==> src/czpa_pkg.sv <==
// Package for the zero-padded 2-D convolution accumulator.
// Holds sizes, command and register codes, state type, shared structs and clamp functions.
// Depends on nothing.
package czpa_pkg;

    localparam int IMG_DIM    = 64;
    localparam int KER_DIM    = 8;
    localparam int RC_W       = $clog2(IMG_DIM);
    localparam int K_W        = $clog2(KER_DIM);
    localparam int IMG_AW     = 2 * RC_W;
    localparam int KER_AW     = 2 * K_W;
    localparam int DIM_W      = 7;
    localparam int KDIM_W     = 4;
    localparam int PAD_W      = 8;
    localparam int POS_W      = 9;
    localparam int SMP_W      = 16;
    localparam int PROD_W     = 32;
    localparam int SUM_W      = 40;
    localparam int ACC_W      = 48;
    localparam int CMD_W      = 3;
    localparam int CFG_IDX_W  = 3;
    localparam int CFG_DATA_W = 7;

    localparam logic [CMD_W-1:0] CMD_CLEAR  = 3'd0;
    localparam logic [CMD_W-1:0] CMD_LD_IMG = 3'd1;
    localparam logic [CMD_W-1:0] CMD_LD_WT  = 3'd2;
    localparam logic [CMD_W-1:0] CMD_ACCUM  = 3'd3;
    localparam logic [CMD_W-1:0] CMD_READ   = 3'd4;

    localparam logic [CFG_IDX_W-1:0] CFG_MODE  = 3'd0;
    localparam logic [CFG_IDX_W-1:0] CFG_IN_H  = 3'd1;
    localparam logic [CFG_IDX_W-1:0] CFG_IN_W  = 3'd2;
    localparam logic [CFG_IDX_W-1:0] CFG_KER_H = 3'd3;
    localparam logic [CFG_IDX_W-1:0] CFG_KER_W = 3'd4;
    localparam logic [CFG_IDX_W-1:0] CFG_OUT_H = 3'd5;
    localparam logic [CFG_IDX_W-1:0] CFG_OUT_W = 3'd6;

    typedef enum logic [2:0] {
        S_CLR, S_IDLE, S_TAP, S_DRAIN, S_ACC_RD, S_ACC_WR, S_RD, S_RD2
    } t_state;

    typedef struct packed {
        logic                     mode;
        logic [DIM_W-1:0]         ih;
        logic [DIM_W-1:0]         iw;
        logic [KDIM_W-1:0]        kh;
        logic [KDIM_W-1:0]        kw;
        logic [DIM_W-1:0]         oh;
        logic [DIM_W-1:0]         ow;
        logic signed [PAD_W-1:0]  ph;
        logic signed [PAD_W-1:0]  pw;
    } t_dims;

    typedef struct packed {
        logic              tap_vld;
        logic [RC_W-1:0]   r;
        logic [RC_W-1:0]   c;
        logic [K_W-1:0]    kr;
        logic [K_W-1:0]    kc;
        logic              clr_we;
        logic [IMG_AW-1:0] clr_addr;
        logic              acc_wr;
        logic              rd_req;
        logic              out_load;
    } t_ctrl;

    typedef struct packed {
        logic out_free;
    } t_stat;

    function automatic logic [DIM_W-1:0] clamp_img(logic [DIM_W-1:0] v);
        if (v == '0) return DIM_W'(1);
        if (v > DIM_W'(IMG_DIM)) return DIM_W'(IMG_DIM);
        return v;
    endfunction

    function automatic logic [KDIM_W-1:0] clamp_ker(logic [KDIM_W-1:0] v);
        if (v == '0) return KDIM_W'(1);
        if (v > KDIM_W'(KER_DIM)) return KDIM_W'(KER_DIM);
        return v;
    endfunction

endpackage

==> src/czpa_cfg.sv <==
// Configuration registers with clamped dimensions and padding offsets.
// Depends on czpa_pkg.
module czpa_cfg import czpa_pkg::*; (
    input  logic                  i_clk,
    input  logic                  i_rst_n,
    input  logic                  i_cfg_we,
    input  logic [CFG_IDX_W-1:0]  i_cfg_idx,
    input  logic [CFG_DATA_W-1:0] i_cfg_data,
    output t_dims                 o_dims
);
    logic              r_mode;
    logic [DIM_W-1:0]  r_ih, r_iw, r_oh, r_ow;
    logic [KDIM_W-1:0] r_kh, r_kw;
    logic signed [POS_W-1:0] dh, dw;

    always_ff @(posedge i_clk) begin
        if (!i_rst_n) begin
            r_mode <= 1'b0;
            r_ih   <= DIM_W'(1);
            r_iw   <= DIM_W'(1);
            r_kh   <= KDIM_W'(1);
            r_kw   <= KDIM_W'(1);
            r_oh   <= DIM_W'(1);
            r_ow   <= DIM_W'(1);
        end else if (i_cfg_we) begin
            unique case (i_cfg_idx)
                CFG_MODE:  r_mode <= i_cfg_data[0];
                CFG_IN_H:  r_ih   <= i_cfg_data;
                CFG_IN_W:  r_iw   <= i_cfg_data;
                CFG_KER_H: r_kh   <= i_cfg_data[KDIM_W-1:0];
                CFG_KER_W: r_kw   <= i_cfg_data[KDIM_W-1:0];
                CFG_OUT_H: r_oh   <= i_cfg_data;
                CFG_OUT_W: r_ow   <= i_cfg_data;
                default: ;
            endcase
        end
    end

    always_comb begin
        o_dims.mode = r_mode;
        o_dims.ih   = clamp_img(r_ih);
        o_dims.iw   = clamp_img(r_iw);
        o_dims.kh   = clamp_ker(r_kh);
        o_dims.kw   = clamp_ker(r_kw);
        o_dims.oh   = clamp_img(r_oh);
        o_dims.ow   = clamp_img(r_ow);
        dh = $signed({2'b00, o_dims.oh}) - $signed({2'b00, o_dims.ih})
           + $signed({5'b00000, o_dims.kh}) - POS_W'(1);
        dw = $signed({2'b00, o_dims.ow}) - $signed({2'b00, o_dims.iw})
           + $signed({5'b00000, o_dims.kw}) - POS_W'(1);
        o_dims.ph = PAD_W'(dh >>> 1);
        o_dims.pw = PAD_W'(dw >>> 1);
    end
endmodule

==> config.mk <==
export PLATFORM = sky130hd
export DESIGN_NAME = czpa_cfg
export DESIGN_NICKNAME = d
export VERILOG_FILES = /design/src/czpa_pkg.sv /design/src/czpa_cfg.sv
export SDC_FILE = /design/constraint.sdc
export NUM_CORES = 1
export LEC_CHECK = 0
export BUFFER_PORTS_ARGS = -buffer_cell sky130_fd_sc_hd__buf_2
export CAP_MARGIN = 20
export CORE_MARGIN = 3
export CORE_UTILIZATION = 50
export DETAILED_ROUTE_END_ITERATION = 10
export GPL_ROUTABILITY_DRIVEN = 0
export PLACE_DENSITY = 0.75
export SLEW_MARGIN = 20
export SYNTH_ARGS = -nofsm -noshare
export SYNTH_HDL_FRONTEND = slang
export SYNTH_SLANG_ARGS = --single-unit
export TNS_END_PERCENT = 10
==> constraint.sdc <==
create_clock -name i_clk -period 11.3 [get_ports i_clk]
set_clock_uncertainty 0.2 [all_clocks]
set_input_delay 1.13 -clock i_clk [delete_from_list [all_inputs] [get_ports i_clk]]
set_output_delay 1.13 -clock i_clk [all_outputs]
set_load 0.005 [all_outputs]
### After elaboration in Yosys (flattened, before gate mapping)

Index checks and enable logic that the tools add are counted.

| word-level totals | value |
|---|---|
| register bits | 37 |
| input port bits | 13 |
| output and inout port bits | 53 |
| logic and storage cells | 81 |

| cells by class | value |
|---|---|
| $add $sub $neg | 6 |
| magnitude comparators | 6 |
| equality and inequality tests | 6 |
| muxes and demuxes | 42 |
| reduce and logical (&&, ||, !) cells | 14 |

Operators by type and width:

| cell | number |
|---|---|
| $mux 7 | 16 |
| $mux 4 | 8 |
| $gt 7x7->1 const B | 4 |
| $logic_not 7->1 | 4 |
| $add 8x5->9 | 2 |
| $mux 1 | 18 |
| $sub 9x2->9 const B | 2 |
| $sub 7x7->8 | 2 |
| $reduce_and 2->1 | 7 |
| $eq 3x3->1 const B | 3 |
| $gt 4x4->1 const B | 2 |
| $logic_not 4->1 | 2 |
| $eq 3x2->1 const B | 2 |
| $eq 3x1->1 const B | 1 |
| $logic_not 3->1 | 1 |

### Logic depth before layout (Yosys ltp)

| depth | value |
|---|---|
| depth after elaboration | 8 |
| mapped depth | 17 |
| mapped depth without buffers | 17 |

### Least setup slack after synthesis

OpenSTA, ideal clock, no wires.

| path | value |
|---|---|
| path type | register to output |
| start point | register r_ow[1] |
| end point | output port o_dims[6] (netlist bit) |
| arrival time | 3286 ps |
| data required time | 9970 ps |
| setup slack | 6684 ps |
| stages on the path, launching flop included | 17 |
| path buffers | 0 |
| cell sequence | dfxtp_1 or4_1 nor2_1 o21bai_1 ha_1 inv_1 fa_1 inv_1 ha_1 inv_1 ha_1 fa_1 a21oi_1 o21ai_0 maj3_1 a21oi_1 xnor2_1 |

RTL lines:

| item | RTL line | RTL |
|---|---|---|
| start: declaration | czpa_cfg.sv:12 | `logic [DIM_W-1:0] r_ih, r_iw, r_oh, r_ow;` |
| start signal: assignment | czpa_cfg.sv:33 | `CFG_OUT_W: r_ow <= i_cfg_data;` |
| end: declaration | czpa_cfg.sv:9 | `output t_dims o_dims` |

==> results.md <==
* XOR/XNOR Fraction of Synth Area at between 7 and 8%
* Vias in the first global route at around 2400
* CTS sink count at 37
* Clock buffer depth at 2
* Via-to-Cell Ratio at approximately 5.0
* Compound-gate portion of the synthesized area at between 10% and 20%
* HPWL after DPL at 5290 µm
* DR vias at ~2600
* WL per Instance at ~13 µm
* # fillers at 516
* Fin. Hold Viols at 0
* Max VDD drop at between 0.00008 and 0.00009 V
* Antenna viol nets, final at 0
* P per Cell Area at between 100 and 150 nW/µm²
* Final wirelength at 6440 µm
* Yosys reg bits at 37
* R2R Setup Slk at slightly above 10 ns
* Tmin final at between 5 and 6 ns
* Period utilisation layout at a little under half
* Critical Path Start: r_ow[1]$_SDFFE_PN0P_
* CP required at 9.97 ns
* Synth Instances at 377
* Site Rows at 27
* Distinct cells, synth at 46
* # H-tree levels at 2
* Fin nets at roughly 480
* Setup TNS at 0 ns
* Mapped Area at 3030 µm²
* Antenna diode count at 0
* Area of the multi-input gates at about 2100 µm²
* Initial DRT Pass Iterations at 5
* Core Region at roughly 5700 µm²
* Mux cell area share after synthesis at 7.92%
* Register Area at 741 µm²
* Die span in y at around 84 µm
* Post-synth ARST share at 0%
* Fmax at about 0.19 GHz
* DR iter-0 viols at 118
* Crit Path Category: flip-flop to primary output
* Worst setup EP type: primary output
* Initial antenna violation count at 0
* IO Port Bufs at 65
* Clk Tree Root Cell: clkbuf_8
* Least-Margin Pin Slew at 0.787 ns
* Number of flops mapped to enable cells by yosys at 0
* First-pass GRT wire length at ~11000 µm
* Setup Fix Bufs, Post-CTS at 0
* Syn nets at around 430
* Area Overhead vs Synth at 15.7%
* Io pins at 66
* Total CTS buffers at 5
* Resize count post-CTS at 0
* Initial Util at between 50 and 60%
* Status: finished clean
* Reg2reg end: r_ow[6]$_SDFFE_PN0P_
* Die X at about 84 µm
* Rel. slew slack at between 40 and 50%
* Sequential fraction of the synthesis area at roughly a quarter
* Commonest register cell after synthesis: dfxtp_1
* Hold Crit Class: flip-flop to flip-flop
* Simple-gate area share of the yosys netlist at between 20% and 30%
* Share of cells above drive strength 1 at a little over a fifth
* Post-synthesis adder-cell area fraction at 15.8%
* Full die area at roughly 7000 µm²
* CTS tree: done
* Startpoint types: flip-flop
* Largest net degree at the start of global routing at 38
* Leak Pwr at 1.68 nW
* GRT Util Overall at between 10% and 20%
* CTS clk-pin slew, worst paths at approximately 0.070 ns
* Main combinational cell family by area after synthesis: simple AND/OR/NAND/NOR gates
* Clock latency reported for the late side of the worst-skew pair at about 0.28 ns
* Endpoints failing setup at 0
* Total grt overflow at 0
* Setup crit end: o_dims[6]
* Hold_buf cts at 0
* Final slew viol count at 0
* Crit Path Max Fanout at 3
* CP Data Arrival Time at 3.87 ns
* YS warnings at 0
* Drc violations at 0
* WHS at roughly 0.28 ns
* Worst reg2reg path depth at 2
* RSZ-0062 raised after global routing: no
* Avg Inst Size Synth at just over 8 µm²
* R2R Path Start: r_ow[6]$_SDFFE_PN0P_
* Max-Cap Viols at 0
-- worst max-delay path, stage by stage (launching register included) --
cell and delay (ns):
dfxtp_1 0.32, or4_1 0.51, nor2_1 0.11, o21bai_1 0.09, ha_1 0.22, inv_1 0.07
fa_1 0.40, inv_1 0.07, ha_1 0.11, inv_1 0.04, ha_1 0.21, fa_1 0.40
a21oi_1 0.13, o21ai_0 0.13, maj3_1 0.34, a21oi_1 0.18, xnor2_1 0.13, buf_2 0.12
-- how the worst min path moves through the flow --
stage | from | end | slack [ns] | cells past startpoint
floorplan | r_ow[0]$_SDFFE_PN1P_ | r_ow[0]$_SDFFE_PN1P_ | 0.24 | 2
global placement | r_ow[1]$_SDFFE_PN0P_ | r_ow[1]$_SDFFE_PN0P_ | 0.26 | 2
detailed placement | r_kw[0]$_SDFFE_PN1P_ | r_kw[0]$_SDFFE_PN1P_ | 0.27 | 2
CTS | r_oh[3]$_SDFFE_PN0P_ | r_oh[3]$_SDFFE_PN0P_ | 0.28 | 2
global route | r_kw[0]$_SDFFE_PN1P_ | r_kw[0]$_SDFFE_PN1P_ | 0.31 | 2
finish | r_oh[3]$_SDFFE_PN0P_ | r_oh[3]$_SDFFE_PN0P_ | 0.28 | 2
-- kinds of logic (layout without fill, tap and decap cells) --
| logic type | count (synthesis) | count (layout) |
|---|---|---|
| AO/OA/AOI/OAI | 67 | 67 |
| XOR/XNOR | 25 | 25 |
| adder cells (fa/ha/maj) | 36 | 36 |
| buffers and inverters | 57 | 117 |
| flip-flops | 37 | 37 |
| multiplexers | 24 | 24 |
| AND/OR/NAND/NOR | 131 | 131 |
-- registers in the layout (all words and copies together) (netlist names) --
name	cells
r_iw	7
r_oh	7
r_kh	4
r_kw	4
r_ow	7
r_ih	7
r_mode	1
-- synth_stat cells (all sizes together), types with 2 or more instances --
| library cell | n | area share, % |
|---|---|---|
| nand2 | 48 | 5.9 |
| inv | 44 | 5.4 |
| dfxtp | 37 | 24 |
| ha | 31 | 13 |
| nor2b | 29 | 6.5 |
| mux2i | 24 | 7.9 |
| nor2 | 22 | 2.7 |
| a21oi | 17 | 2.8 |
| xnor2 | 16 | 4.6 |
| a21boi | 13 | 3.2 |
| o21ai | 12 | 2.2 |
| clkbuf | 11 | 1.4 |
| a21o | 9 | 2.3 |
| xor2 | 9 | 2.8 |
| nand2b | 7 | 1.4 |
| and2b | 6 | 1.7 |
| nor3 | 6 | 0.99 |
| fa | 4 | 2.6 |
| nand3 | 4 | 0.66 |
| o21bai | 4 | 0.99 |
| or2 | 3 | 0.62 |
| a31oi | 2 | 0.62 |
| nand3b | 2 | 0.49 |
| o211ai | 2 | 0.66 |
| or3 | 2 | 0.41 |
-- per-stage QoR --
stage          power (W)  setup slack (ns)  cell area [µm²]  utilization [%]  cells
6_report        0.000428              6.10             3510             61.9    509
5_1_grt         0.000461              5.74             3510             61.9    509
4_1_cts         0.000432              6.10             3510             61.9    509
3_5_place_dp    0.000313              6.41             3390             59.7    501
3_3_place_gp    0.000309              6.47             3390             59.7    501
2_1_floorplan   0.000261              6.68             3030                -    377
-- layout make-up --
type	instances	area share (%)
timing repair buffer	65	9.27
clock inverter	2	1.07
sequential	37	21.1
inverter	44	4.70
clock buffer	6	2.35
multi-input combinational	283	58.9
tap	72	2.57
-- cell usage in the layout (no fill, tap or decap), drive strengths merged, types with 2 or more instances in the layout --
| master | n |
|---|---|
| a21boi | 13 |
| a21o | 9 |
| a21oi | 17 |
| a31oi | 2 |
| and2b | 6 |
| buf | 65 |
| clkbuf | 6 |
| dfxtp | 37 |
| fa | 4 |
| ha | 31 |
| inv | 44 |
| mux2i | 24 |
| nand2 | 48 |
| nand2b | 7 |
| nand3 | 4 |
| nand3b | 2 |
| nor2 | 22 |
| nor2b | 29 |
| nor3 | 6 |
| o211ai | 2 |
| o21ai | 12 |
| o21bai | 4 |
| or2 | 3 |
| or3 | 2 |
| xnor2 | 16 |
| xor2 | 9 |
-- power by group --
part           switching, W  internal, W  leakage [nW]
logic             0.0000865    0.0000867          1.33
registers        0.00000256     0.000133         0.300
clock network     0.0000476    0.0000718        0.0574
-- per-layer routing --
metal / track usage, % / part of all wire, % / up-vias
met5: 0 / 0 / -
met4: 3.07 / 0.75 / 0
met3: 4.05 / 5.8 / 6
met2: 28.6 / 42 / 61
met1: 27.6 / 51 / 1144
li1: - / - / 1359
Power figures use the tool's default switching activity.
