--- src/czpa_pkg.sv ---
// Package for the zero-padded 2-D convolution accumulator.
// Holds sizes, command and register codes, state type, shared structs and clamp functions.
// Depends on nothing.
package czpa_pkg;

    localparam int IMG_DIM    = 64;
    localparam int KER_DIM    = 8;
    localparam int RC_W       = $clog2(IMG_DIM);
    localparam int K_W        = $clog2(KER_DIM);
    localparam int IMG_AW     = 2 * RC_W;
    localparam int KER_AW     = 2 * K_W;
    localparam int DIM_W      = 7;
    localparam int KDIM_W     = 4;
    localparam int PAD_W      = 8;
    localparam int POS_W      = 9;
    localparam int SMP_W      = 16;
    localparam int PROD_W     = 32;
    localparam int SUM_W      = 40;
    localparam int ACC_W      = 48;
    localparam int CMD_W      = 3;
    localparam int CFG_IDX_W  = 3;
    localparam int CFG_DATA_W = 7;

    localparam logic [CMD_W-1:0] CMD_CLEAR  = 3'd0;
    localparam logic [CMD_W-1:0] CMD_LD_IMG = 3'd1;
    localparam logic [CMD_W-1:0] CMD_LD_WT  = 3'd2;
    localparam logic [CMD_W-1:0] CMD_ACCUM  = 3'd3;
    localparam logic [CMD_W-1:0] CMD_READ   = 3'd4;

    localparam logic [CFG_IDX_W-1:0] CFG_MODE  = 3'd0;
    localparam logic [CFG_IDX_W-1:0] CFG_IN_H  = 3'd1;
    localparam logic [CFG_IDX_W-1:0] CFG_IN_W  = 3'd2;
    localparam logic [CFG_IDX_W-1:0] CFG_KER_H = 3'd3;
    localparam logic [CFG_IDX_W-1:0] CFG_KER_W = 3'd4;
    localparam logic [CFG_IDX_W-1:0] CFG_OUT_H = 3'd5;
    localparam logic [CFG_IDX_W-1:0] CFG_OUT_W = 3'd6;

    typedef enum logic [2:0] {
        S_CLR, S_IDLE, S_TAP, S_DRAIN, S_ACC_RD, S_ACC_WR, S_RD, S_RD2
    } t_state;

    typedef struct packed {
        logic                     mode;
        logic [DIM_W-1:0]         ih;
        logic [DIM_W-1:0]         iw;
        logic [KDIM_W-1:0]        kh;
        logic [KDIM_W-1:0]        kw;
        logic [DIM_W-1:0]         oh;
        logic [DIM_W-1:0]         ow;
        logic signed [PAD_W-1:0]  ph;
        logic signed [PAD_W-1:0]  pw;
    } t_dims;

    typedef struct packed {
        logic              tap_vld;
        logic [RC_W-1:0]   r;
        logic [RC_W-1:0]   c;
        logic [K_W-1:0]    kr;
        logic [K_W-1:0]    kc;
        logic              clr_we;
        logic [IMG_AW-1:0] clr_addr;
        logic              acc_wr;
        logic              rd_req;
        logic              out_load;
    } t_ctrl;

    typedef struct packed {
        logic out_free;
    } t_stat;

    function automatic logic [DIM_W-1:0] clamp_img(logic [DIM_W-1:0] v);
        if (v == '0) return DIM_W'(1);
        if (v > DIM_W'(IMG_DIM)) return DIM_W'(IMG_DIM);
        return v;
    endfunction

    function automatic logic [KDIM_W-1:0] clamp_ker(logic [KDIM_W-1:0] v);
        if (v == '0) return KDIM_W'(1);
        if (v > KDIM_W'(KER_DIM)) return KDIM_W'(KER_DIM);
        return v;
    endfunction

endpackage

--- src/czpa_ctrl.sv ---
// Controller: sequences clearing sweeps, kernel taps, accumulator updates and reads.
// Depends on czpa_pkg.
module czpa_ctrl import czpa_pkg::*; (
    input  logic             i_clk,
    input  logic             i_rst_n,
    input  logic             i_in_vld,
    input  logic [CMD_W-1:0] i_in_cmd,
    input  t_dims            i_dims,
    input  t_stat            i_stat,
    output logic             o_in_rdy,
    output t_ctrl            o_ctl
);
    t_state            r_state, n_state;
    logic [IMG_AW-1:0] r_clr, n_clr;
    logic [RC_W-1:0]   r_r, n_r, r_c, n_c;
    logic [K_W-1:0]    r_kr, n_kr, r_kc, n_kc;
    logic              acc_pulse, tap_end, col_end, cell_end;

    assign acc_pulse = i_in_vld && (r_state == S_IDLE);
    assign col_end   = r_kc == K_W'(i_dims.kw - KDIM_W'(1));
    assign tap_end   = col_end && (r_kr == K_W'(i_dims.kh - KDIM_W'(1)));
    assign cell_end  = (r_c == RC_W'(i_dims.ow - DIM_W'(1)));

    always_ff @(posedge i_clk) begin
        if (!i_rst_n) begin
            r_state <= S_CLR;
            r_clr   <= '0;
            r_r     <= '0;
            r_c     <= '0;
            r_kr    <= '0;
            r_kc    <= '0;
        end else begin
            r_state <= n_state;
            r_clr   <= n_clr;
            r_r     <= n_r;
            r_c     <= n_c;
            r_kr    <= n_kr;
            r_kc    <= n_kc;
        end
    end

    always_comb begin
        n_state = r_state;
        unique case (r_state)
            S_CLR:    if (&r_clr) n_state = S_IDLE;
            S_IDLE: begin
                if (acc_pulse) begin
                    case (i_in_cmd)
                        CMD_CLEAR: n_state = S_CLR;
                        CMD_ACCUM: n_state = S_TAP;
                        CMD_READ:  n_state = S_RD;
                        default:   n_state = S_IDLE;
                    endcase
                end
            end
            S_TAP:    if (tap_end) n_state = S_DRAIN;
            S_DRAIN:  n_state = S_ACC_RD;
            S_ACC_RD: n_state = S_ACC_WR;
            S_ACC_WR: begin
                if (cell_end && (r_r == RC_W'(i_dims.oh - DIM_W'(1)))) begin
                    n_state = S_IDLE;
                end else begin
                    n_state = S_TAP;
                end
            end
            S_RD:     if (i_stat.out_free) n_state = S_RD2;
            S_RD2:    n_state = S_IDLE;
            default:  n_state = S_IDLE;
        endcase
    end

    always_comb begin
        n_clr = r_clr;
        n_r   = r_r;
        n_c   = r_c;
        n_kr  = r_kr;
        n_kc  = r_kc;
        case (r_state)
            S_CLR: n_clr = r_clr + IMG_AW'(1);
            S_IDLE: begin
                n_clr = '0;
                n_r   = '0;
                n_c   = '0;
                n_kr  = '0;
                n_kc  = '0;
            end
            S_TAP: begin
                if (col_end) begin
                    n_kc = '0;
                    n_kr = tap_end ? '0 : r_kr + K_W'(1);
                end else begin
                    n_kc = r_kc + K_W'(1);
                end
            end
            S_ACC_WR: begin
                if (cell_end) begin
                    n_c = '0;
                    n_r = r_r + RC_W'(1);
                end else begin
                    n_c = r_c + RC_W'(1);
                end
            end
            default: ;
        endcase
    end

    always_comb begin
        o_in_rdy       = (r_state == S_IDLE);
        o_ctl.tap_vld  = (r_state == S_TAP);
        o_ctl.r        = r_r;
        o_ctl.c        = r_c;
        o_ctl.kr       = r_kr;
        o_ctl.kc       = r_kc;
        o_ctl.clr_we   = (r_state == S_CLR);
        o_ctl.clr_addr = r_clr;
        o_ctl.acc_wr   = (r_state == S_ACC_WR);
        o_ctl.rd_req   = (r_state == S_RD);
        o_ctl.out_load = (r_state == S_RD2);
    end
endmodule

--- config.mk ---
export PLATFORM = sky130hd
export DESIGN_NAME = czpa_ctrl
export DESIGN_NICKNAME = d
export VERILOG_FILES = /design/src/czpa_pkg.sv /design/src/czpa_ctrl.sv
export SDC_FILE = /design/constraint.sdc
export NUM_CORES = 1
export LEC_CHECK = 0
export BUFFER_PORTS_ARGS = -buffer_cell sky130_fd_sc_hd__buf_2
export CAP_MARGIN = 0
export CELL_PAD_IN_SITES_DETAIL_PLACEMENT = 1
export CELL_PAD_IN_SITES_GLOBAL_PLACEMENT = 2
export CORE_MARGIN = 2
export CORE_UTILIZATION = 23
export DETAILED_ROUTE_END_ITERATION = 8
export PLACE_DENSITY_LB_ADDON = 0.25
export SLEW_MARGIN = 20
export SYNTH_ARGS = -nofsm -noshare
export SYNTH_HDL_FRONTEND = slang
export SYNTH_SLANG_ARGS = --single-unit
--- constraint.sdc ---
create_clock -name i_clk -period 1.9 [get_ports i_clk]
set_input_delay 0.19 -clock i_clk [delete_from_list [all_inputs] [get_ports i_clk]]
set_output_delay 0.19 -clock i_clk [all_outputs]
set_load 0.02 [all_outputs]
* Word-level counts from Yosys, hierarchy flattened *
Cells that the tools add are included.

storage, ports and cells
  register bits after elaboration = 33
  latch bits = 0
  RAM bits = 0
  ROM bits = 0
  input port bits = 60
  output and inout bits = 36
  word-level logic and storage cells = 63
  memories kept = 0

operators by class
  $add $sub $neg = 9
  multipliers = 0
  divide/modulo/power cells = 0
  magnitude comparators = 0
  equal/unequal tests = 19
  shift operators = 0
  multiplexer cells = 17
  bitwise logic cells = 0
  reductions and logical operators = 12

operators by type and width
  cell                                                                     count
  12-bit one-hot mux with 2 select lines                                   1
  3-bit one-hot mux with 8 select lines                                    1
  6-bit one-hot mux with 2 select lines                                    2
  3-bit two-way mux                                                        7
  3-bit == test, second input constant                                     5
  12-bit by 1-bit adder with 12-bit output, second input constant          1
  6-bit by 1-bit adder with 6-bit output, second input constant            2
  6-bit == test                                                            2
  6-bit two-way mux                                                        2
  3-bit one-hot mux with 2 select lines                                    2
  12-bit AND reduction                                                     1
  6-bit by 1-bit subtractor with 6-bit output, second input constant       2
  2-bit by 1-bit inequality test with 1-bit output, second input constant  5
  3-bit by 2-bit == test with 1-bit output, second input constant          3
  3-bit one-hot mux with 3 select lines                                    1
  3-bit by 1-bit adder with 3-bit output, second input constant            2
  3-bit == test                                                            2
  3-bit zero test                                                          2
  2-bit nonzero test                                                       3
  3-bit by 1-bit subtractor with 3-bit output, second input constant       2
  2-bit AND reduction                                                      2
  4-bit AND reduction                                                      1
  3-bit by 1-bit == test with 1-bit output, second input constant          1
  1-bit logical AND                                                        3
  other kinds (2)                                                          2

* Depth between registers and ports, before layout *
  depth in word-level cells = 6
  mapped depth = 9
  depth with buffers taken out = 8

* Worst setup path before layout *
No wires, ideal clock.

  path kind = register to register
  start = reg r_state[1]
  end = reg r_clr[9]
  arrival time = 2.067 ns
  data required time = 1.835 ns
  setup slack = -0.232 ns
  cell stages (with the launch flop) = 8
  buffers on the path = 1
  path through = dfxtp_1 > clkbuf_1 > nor3_1 > nand4_1 > nor2_1 > nand4_1 > mux2_2 > nor2_1

RTL lines
  what                    line             text
  start, declared         czpa_ctrl.sv:13  t_state r_state, n_state;
  start signal, assigned  czpa_ctrl.sv:33  r_state <= n_state;
  end signal, assigned    czpa_ctrl.sv:34  r_clr <= n_clr;
  end, declared           czpa_ctrl.sv:14  logic [IMG_AW-1:0] r_clr, n_clr;

* Final worst setup path *
  start = reg r_c[5]
  end = reg r_r[4]

on the way
  longest elaborated chain between the ends = 3

ends and longest elaborated chain
  what                                                               line             text
  start, declared                                                    czpa_ctrl.sv:15  logic [RC_W-1:0] r_r, n_r, r_c, n_c;
  start signal, assigned                                             czpa_ctrl.sv:36  r_c <= n_c;
  6-bit == test                                                      czpa_ctrl.sv:22  assign cell_end = (r_c == RC_W'(i_dims.ow - DIM_W'(1)));
  2-bit by 1-bit inequality test with 1-bit output (no source line)  n/a
  2-bit AND reduction (no source line)                               n/a
  end signal, assigned                                               czpa_ctrl.sv:35  r_r <= n_r;
  end, declared                                                      czpa_ctrl.sv:15

No other way between the ends.
A chain may end at the register's enable or synchronous reset.

==> summary.md <==
| Metric | Value |
|---|---|
| Post-DP HPWL | `5.15 mm` |
| # Max-Cap Violations | `0` |
| Routed Antenna Nets | `0` |
| Placer congestion estimate | `0.807` |
| P&R area growth vs syn | `40.9%` |
| Initial core utilization | `23.6%` |
| Post-Synthesis Cells | `270` |
| Share of post-route cells with drive strength above 1 | `37.7%` |
| GRT busiest layer | `met2` |
| Clk buf depth | `2` |
| Data arrival, critical path | `2080 ps` |
| Setup TNS | `0 ps` |
| PwrDens | `733 nW/um2` |
| Worst-skew pair later-pin latency | `290 ps` |
| First-pass GRT wire length | `10.9 mm` |
| H-Tree Depth | `2` |
| Grt met2 use | `23.2%` |
| Top cell type by total area after synthesis | `dfxtp_1` |
| Die area | `10200 um2` |
| Worst path required time | `2110 ps` |
| CTS clk-pin slew, worst paths | `80 ps` |
| Initial antenna violation count | `0` |
| Most used flip-flop cell after synthesis | `dfxtp_1` |
| Vias in the first global route | `2310` |
| Core region area | `9150 um2` |
| Max Slew Vio Count | `0` |
| Cell variety after synth | `46` |
| Hold-critical path depth | `4` |
| NumNets Final | `439` |
| R2R cell count | `7` |
| Comb pwr share | `36.7%` |
| Max Clock Skew | `11.9 ps` |
| Gr usage total | `13.4%` |
| Final period utilization | `98.2%` |
| # diodes | `0` |
| Die X-Extent | `101 um` |
| CP Launch Type | `register` |
| DP Worst Slack | `-280 ps` |
| First-pass DRT Iterations | `4` |
| Sw Pwr | `803 uW` |
| Crit Path Class | `reg -> reg` |
| Most numerous cell in the Yosys netlist | `dfxtp_1` |
| Mapped Area | `2160 um2` |
| Leak Pwr | `1.43 nW` |
| Top-area cell type share of the netlist area | `30.6%` |
| Vias per cell | `4.68` |
| Critical path fanouts, max | `4` |
| Met3 Usage GRT | `2.43%` |
| Layout fillers | `1132` |
| DR WL/cell | `13.4 um` |
| Worst-path cell chain | `xnor2_2 > or4_4 > a22oi_4 > buf_6 > nand3_4 > or3_4 > a21oi_2` |
| Sequential share of the synthesized area | `30.6%` |
| Remaining routing DRC violations | `0` |
| Synth warn | `0` |
| Worst setup margin | `34.0 ps` |
| Hold Path Class | `in -> reg` |
| Hold Vio Cnt, Final | `0` |
| Fraction of registers with async set/reset | `0%` |
| R2R Setup Slk | `30 ps` |
| Reg2reg end | `r_r[4]$_SDFFE_PN0P_` |
| Relative slew margins | `75.0%` |
| Num rows | `35` |
| Via count | `2256` |
| Status | `completed` |
| Clk pwr share | `26.8%` |
| CP max stage delay | `440 ps` |
| Die Span Y | `101 um` |
| GRT overflow | `0` |
| Largest net degree at the start of global routing | `14` |
| #FFs+latches synth | `33` |
| Final min period | `1870 ps` |
| Syn_area_per_cell | `7.99 um2` |
| Synth area leaders | `dfxtp_1, xor2_1, ha_1` |
| Worst Hold End | `r_state[2]$_SDFFE_PN0P_` |
| Unrepaired setup endpoints after global routing | `yes` |
| CP max stage cell | `or4_4` |
| Num Clock Sinks | `33` |
| Maximum vdd ir drop | `0.323 mV` |
| CP endpoint kind | `register` |
| Dpl cells | `473` |
| Root Buffer | `clkbuf_8` |
| PortBufs | `60` |
| Reg2reg start | `r_c[5]$_SDFFE_PN0P_` |
| TritonCTS buffer count | `5` |
| I/O pin count | `96` |
| Non-filler cells, final | `482` |
| Switching share of power | `36.0%` |
| Final WL | `6.45 mm` |
| Post-synthesis net count | `339` |
| Setup violations, final | `0` |
| FMAX | `0.536 GHz` |
| CTS tree | `built` |
| Worst Tran Pin Value | `373 ps` |
| EDFF count, synth | `0` |
| Sequential power share | `36.5%` |
| Hold path startpoint | `i_stat` |
| Met1 Use GR | `17.5%` |
| Int Power | `1.43 mW` |
| Most frequent cells after synthesis | `dfxtp_1, nor2_1, nand2_1` |
| DR iter-0 viols | `46` |
| CTS Hold Bufs | `0` |
[metal layers]
layer	vias up	part of all wire, %
li1	1144	-
met3	4	3.1
met5	-	0
met2	34	49
met1	1074	47
met4	0	0.82
[flip-flops by register name, indices dropped and copies added, names as in the netlist]
| signal | count |
|---|---|
| r_kr | 3 |
| r_kc | 3 |
| r_state | 3 |
| r_r | 6 |
| r_clr | 12 |
| r_c | 6 |
[power groups by stage]
| stage | registers (mW) | clock network (mW) | logic (mW) |
|---|---|---|---|
| after global placement | 0.826 | 0 | 0.801 |
| after global routing | 0.827 | 0.652 | 0.915 |
| after floorplan | 0.842 | 0 | 0.465 |
| after CTS | 0.814 | 0.622 | 0.820 |
| after detailed placement | 0.827 | 0 | 0.813 |
| final | 0.814 | 0.597 | 0.819 |
[placed cells by master, fill, tap and decap left out, types with 5 or more instances in the layout]
cell type,instances
a21oi_1,17
a31oi_1,6
buf_2,60
buf_4,41
clkbuf_8,7
dfxtp_1,26
dfxtp_2,7
ha_1,9
inv_1,17
nand2_1,22
nand2b_1,5
nand3_1,14
nand4_1,6
nor2_1,27
o21ai_0,9
or3_1,5
xnor2_1,6
xor2_1,17
[repair_timing]
item,CTS,global route
hold endpoints to repair,0,0
endpoints found under the setup margin,2,12
pin swaps,5,4
gates resized for setup,7,16
buffers inserted,1,0
[through the flow]
stage / hold slack (ps) / cell area (um2) / util, % / power [mW]
2_1_floorplan: 375 / 2160 / - / 1.31
3_3_place_gp: 486 / 2870 / 31.4 / 1.63
3_5_place_dp: 502 / 2870 / 31.4 / 1.64
4_1_cts: 230 / 3000 / 32.8 / 2.26
5_1_grt: 284 / 3040 / 33.2 / 2.39
6_report: 217 / 3040 / 33.2 / 2.23
[critical path: cells and delay by family, from the launching register on]
family	cells	cell delay, ps
AO/OA/AOI/OAI	2	330
AND/OR/NAND/NOR	3	840
buffers and inverters	1	140
XOR/XNOR	1	150
flip-flops	1	330
[cells by family (layout without fill, tap and decap cells)]
| group | Yosys count | count (layout) | synth area share [%] |
|---|---|---|---|
| flops | 33 | 33 | 30.6 |
| compound gates | 56 | 56 | 16.7 |
| xor+xnor | 27 | 27 | 12.2 |
| fa+ha+maj | 9 | 9 | 5.22 |
| buf+inv | 27 | 128 | 5.04 |
| simple gates | 114 | 114 | 28.2 |
| mux | 4 | 4 | 1.97 |
[how the worst max path moves through the flow]
stage	from	endpoint	cells after the start
floorplan	i_dims[17]	r_state[1]$_SDFFE_PN0P_	7
global placement	i_dims[17]	r_state[1]$_SDFFE_PN0P_	7
detailed placement	i_dims[17]	r_state[1]$_SDFFE_PN0P_	7
CTS	r_r[4]$_SDFFE_PN0P_	r_state[1]$_SDFFE_PN0P_	7
global route	r_c[5]$_SDFFE_PN0P_	r_r[4]$_SDFFE_PN0P_	7
finish	r_c[5]$_SDFFE_PN0P_	r_r[4]$_SDFFE_PN0P_	7
[cell type report]
cell class	count	area, um2	area share (%)
inverter	18	67.6	2.22
clock buffer	7	96.3	3.17
sequential	33	669	22.0
multi-input combinational	210	1450	47.5
tap	111	139	4.57
clock inverter	1	5.00	0.165
timing repair buffer	102	619	20.4
(Power assumes the default switching activity.)
